`src/hw/rtl/pts_pkg.sv`:
```
// Shared constants, codes, types and helpers of the polynomial term store engine.
package pts_pkg;

  localparam int MAX_DEGREE = 63;
  localparam int NUM_SLOTS  = 4;

  localparam int TERMS     = MAX_DEGREE + 1;
  localparam int EXP_W     = $clog2(TERMS);
  localparam int SLOT_W    = $clog2(NUM_SLOTS);
  localparam int ADDR_W    = SLOT_W + EXP_W;
  localparam int RAM_DEPTH = 2 ** ADDR_W;
  localparam int CNT_W     = $clog2(TERMS + 1);

  localparam logic [2:0] K_ADD_TERM  = 3'd0;
  localparam logic [2:0] K_DEL_TERM  = 3'd1;
  localparam logic [2:0] K_EVALUATE  = 3'd2;
  localparam logic [2:0] K_ADD_SLOTS = 3'd3;
  localparam logic [2:0] K_MUL_SLOTS = 3'd4;
  localparam logic [2:0] K_CLEAR     = 3'd5;

  localparam logic [2:0] ST_OK       = 3'd0;
  localparam logic [2:0] ST_ABSENT   = 3'd1;
  localparam logic [2:0] ST_EMPTY    = 3'd2;
  localparam logic [2:0] ST_OVERFLOW = 3'd3;
  localparam logic [2:0] ST_ALIAS    = 3'd4;

  typedef struct packed {
    logic             vld;
    logic             last;
    logic             fin;
    logic [EXP_W-1:0] tag;
  } mac_in_t;

  typedef struct packed {
    logic             vld;
    logic             fin;
    logic [EXP_W-1:0] tag;
    logic [31:0]      sum;
  } mac_out_t;

  // Slot fields are below twice NUM_SLOTS, so one compare and subtract reduces them.
  function automatic logic [SLOT_W-1:0] slot_of(input logic [1:0] f);
    if (int'(f) >= NUM_SLOTS) begin
      return SLOT_W'(int'(f) - NUM_SLOTS);
    end
    return SLOT_W'(f);
  endfunction

  function automatic logic [ADDR_W-1:0] mk_addr(input logic [SLOT_W-1:0] s,
                                                input logic [EXP_W-1:0] e);
    return {s, e};
  endfunction

endpackage

```
`src/hw/rtl/pts_mac.sv`:
```
// Multiply-accumulate pipeline: registered product, then a running sum closed by a last flag.
module pts_mac (
  input  logic              clk,
  input  logic              rst,
  input  pts_pkg::mac_in_t  op,
  input  logic [31:0]       a,
  input  logic [31:0]       b,
  output pts_pkg::mac_out_t res
);
  import pts_pkg::*;

  mac_in_t     p_op;
  logic [31:0] prod;
  logic [31:0] acc;
  logic [31:0] sum;

  assign sum = acc + prod;

  always_ff @(posedge clk) begin
    if (rst) begin
      p_op.vld <= 1'b0;
      acc      <= '0;
    end else begin
      p_op.vld <= op.vld;
      if (p_op.vld) begin
        acc <= p_op.last ? 32'd0 : sum;
      end
    end
    p_op.last <= op.last;
    p_op.fin  <= op.fin;
    p_op.tag  <= op.tag;
    prod      <= a * b;
  end

  assign res.vld = p_op.vld && p_op.last;
  assign res.fin = p_op.fin;
  assign res.tag = p_op.tag;
  assign res.sum = sum;
endmodule

```
`config.mk`:
```
export PLATFORM = sky130hd
export DESIGN_NAME = pts_mac
export DESIGN_NICKNAME = d
export VERILOG_FILES = /design/src/hw/rtl/pts_pkg.sv /design/src/hw/rtl/pts_mac.sv
export SDC_FILE = /design/constraint.sdc
export NUM_CORES = 1
export LEC_CHECK = 0
export ABC_AREA = 1
export BUFFER_PORTS_ARGS = -buffer_cell sky130_fd_sc_hd__buf_2
export CORE_UTILIZATION = 56
export CTS_CLUSTER_DIAMETER = 150
export DETAILED_ROUTE_END_ITERATION = 16
export PLACE_DENSITY = 0.72
export SYNTH_ARGS = -nofsm -noshare
export SYNTH_HDL_FRONTEND = slang
export SYNTH_SLANG_ARGS = --single-unit
```
`constraint.sdc`:
```
create_clock -name clk -period 15.2 [get_ports clk]
set_input_delay 2.28 -clock clk [delete_from_list [all_inputs] [get_ports clk]]
set_output_delay 2.28 -clock clk [all_outputs]
set_load 0.005 [all_outputs]
```
==> metrics.log <==
INFO  metric outcome = finished, violations left
INFO  metric violations = DRC
INFO  metric chipHeight = 194 µm
INFO  metric final_layout_size_suffix_gt1_share = 5.98%
INFO  metric drt_pre_antenna_iters = 13
INFO  metric syn-instance-count = 2,749
INFO  metric cts_hold_buffers = 0
INFO  metric synth-edff-count = 0
INFO  metric ys_top_cells_by_area = sky130_fd_sc_hd__fa_1, sky130_fd_sc_hd__nand2_1, sky130_fd_sc_hd__inv_1
INFO  metric critical_path_arrival = 9290 ps
INFO  metric crit_path_start = b[3]
INFO  metric die_width = 194 µm
INFO  metric yosys.area.top_type_share = 39.8%
INFO  metric tritoncts_num_sinks = 73
INFO  metric post_dp_cell_area = 0.0212 mm²
INFO  metric cts_max_path_buffers = 2
INFO  metric tns = 0 ps
INFO  metric first_global_vias = 18.1k
INFO  metric max_stage_delay = 670 ps
INFO  metric gp_congestion = 0.950
INFO  metric layout-area-overhead-vs-synth = 4.42%
INFO  metric post_synth_instance_area = 0.0206 mm²
INFO  metric crit_required = 15,460 ps
INFO  metric drt_drc_violations_left = 1
INFO  metric worst_setup_path_end_kind = register
INFO  metric rows = 69
INFO  metric clock_tree_from_tritoncts = done
INFO  metric 1st_iter_drt_viols = 1,186
INFO  metric max_cap_violations = 0
INFO  metric fillCellCount = 3,352
INFO  metric fin_util = 60.0%
INFO  metric clkTransAtPathRegs = 60 ps
INFO  metric fin_crit_sh = 59.4%
INFO  metric final_hold_viol_count = 0
INFO  metric yosysTopAreaCell = sky130_fd_sc_hd__fa_1
INFO  metric layout_common_cells = sky130_fd_sc_hd__nand2_1, sky130_fd_sc_hd__inv_1, sky130_fd_sc_hd__fa_1
INFO  metric postSynthRegisterBits = 73
INFO  metric synth.yosys.seq_area_share = 7.10%
INFO  metric post-route-cell-area = 0.0215 mm²
INFO  metric final_common_cell = sky130_fd_sc_hd__nand2_1
INFO  metric finalSetupViolCount = 0
INFO  metric finClkSkew = 8.73 ps
INFO  metric num_vias = 17.1k
INFO  metric post_cts_resized = 0
INFO  metric cts_max_level = 3
INFO  metric place.port_buffers = 114
INFO  metric syn-num-nets = 3,387
INFO  metric cp_slowest_cell = sky130_fd_sc_hd__fa_1
INFO  metric timing.rr.start = acc[16]$_SDFFE_PP0P_
INFO  metric dpl.hpwl = 45.5 mm
INFO  metric synth_warnings = 0
INFO  metric timing.max_slew.rel_slack = 23.0%
INFO  metric layout.area.seq = 0.00146 mm²
INFO  metric layout.nets = 3,394
INFO  metric rsz0062_at_grt = no
INFO  metric multiInputGateArea = 0.0156 mm²
INFO  metric antenna_found_initial = 0
INFO  metric antenna_violating_nets_post_route = 0
INFO  metric cts-buffers-inserted = 9
INFO  metric detail_route.vias_per_cell = 5.29
INFO  metric hold_path_origin = acc[2]$_SDFFE_PP0P_
INFO  metric worst_slew_pin_slew = 1150 ps
INFO  metric grt_start_max_net_pins = 34
INFO  metric grt_use_total = 31.3%
INFO  metric grt_remaining_overflow = 0
INFO  metric post_cts.repair.setup_buffers = 0
INFO  metric io_pins = 115
INFO  metric worst_hold_path_type = reg -> reg
INFO  metric clockRootBuffer = sky130_fd_sc_hd__clkbuf_16
INFO  metric synthesis.area_per_instance = 7.49 µm²
INFO  metric fin_crit_period = 9030 ps
INFO  metric n_antenna_cell = 0
INFO  metric critical_path.cell_chain = buf_2 > nand2_1 > inv_1 > fa_1 > inv_1 > fa_1 > fa_1 > fa_1 > inv_1 > fa_1 > fa_1 > fa_1 > fa_1 > ha_1 > a21oi_1 > o21ai_0 > a21oi_1 > nand3_1 > nand2_1 > nand2_1 > a21oi_1 > xnor2_1
INFO  metric wirelength = 56.1 mm
INFO  metric critPathMaxFanout = 29
INFO  metric fmaxAchievable = 111 MHz
INFO  metric yosys_most_used_dff = sky130_fd_sc_hd__dfxtp_1
INFO  metric floorplan.die_area = 0.0375 mm²
INFO  metric grt_pass1_wl = 91.8 mm
INFO  metric type_of_the_setup_path_with_the_least_slack = in -> reg
INFO  metric initial_utilization = 57.4%
INFO  metric ys_async_sr_fraction = 0%
INFO  metric cp-start-kind = input port
INFO  metric path_common_cell = sky130_fd_sc_hd__fa_1
INFO  metric worstSkewPairLatency = 350 ps
INFO  metric wl_per_cell = 17.4 µm
INFO  metric coreArea = 0.0358 mm²
INFO  metric final_slew_violations = 0
INFO  metric netlist-cell-type-count = 51
[metrics by stage]
step | setup WS, ps | hold slack (ps) | cells
final | 6170 | 469 | 3222
after global routing | 5970 | 495 | 3222
after CTS | 6300 | 472 | 3222
after detailed placement | 5930 | 463 | 3206
after global placement | 6020 | 457 | 3206
after floorplan | 6750 | 445 | 2749
[synth_stat cells (all sizes together) (2+ instances only)]
master / number
inv: 776
o21bai: 4
o221ai: 3
nand2: 816
dfxtp: 73
nand3: 67
o21a: 2
ha: 154
a21boi: 3
buf: 44
o21ai: 39
a21o: 11
a21oi: 95
a31oi: 10
nor4: 6
o211ai: 3
fa: 409
xor2: 47
nand3b: 5
nand4: 9
nor3: 5
or2: 3
xnor2: 20
and2: 9
nor2: 55
clkbuf: 76
[worst max-delay path, delay by kind of cell]
family                     cells  cell delay, ps
and+or+nand+nor                4             660
xor gates and xnor gates       1             170
buffers and inverters          4             880
adders and majority gates      9            4330
AOI/OAI and AO/OA              4             930
[logic make-up (layout without fill, tap and decap cells)]
kind of cell	after synthesis	after routing	share of synthesized area (%)
and+or+nand+nor	976	976	18.9
buffers and inverters	897	909	16.9
adders and majority gates	563	563	49.1
AOI/OAI and AO/OA	173	173	5.02
DFF	73	73	7.10
xor gates and xnor gates	67	67	2.92
[state kept, by name, indices dropped and copies added (netlist names)]
signal and count:
res 7, p_op 2, acc 32, prod 32
[routing by layer]
metal	vias to the layer above	share of wire, %	GRT usage, %
li1	7864	-	-
met1	8311	38	37.4
met2	720	50	56.4
met3	161	7.2	4.11
met4	0	4.3	13.4
met5	-	0	0
[area by class of cell]
| type | instances | area share, % |
|---|---|---|
| multi-input cells | 1779 | 72.8 |
| inverters | 776 | 13.6 |
| flip-flops and latches | 73 | 6.80 |
| repair buffers | 117 | 2.76 |
| well taps | 461 | 2.68 |
| clock buffers | 10 | 1.11 |
| clock inverters | 6 | 0.309 |
[final timing paths]
check	endpoint	slack, ps	depth (start not counted)
max reg2reg	acc[21]$_SDFFE_PP0P_	12840	10
min	acc[2]$_SDFFE_PP0P_	470	2
min reg2reg	acc[2]$_SDFFE_PP0P_	470	2
max	prod[26]$_DFF_P_	6170	22
Power is not shown: default switching activity piles up to over one toggle a cycle in this logic, so the estimate is an artifact.
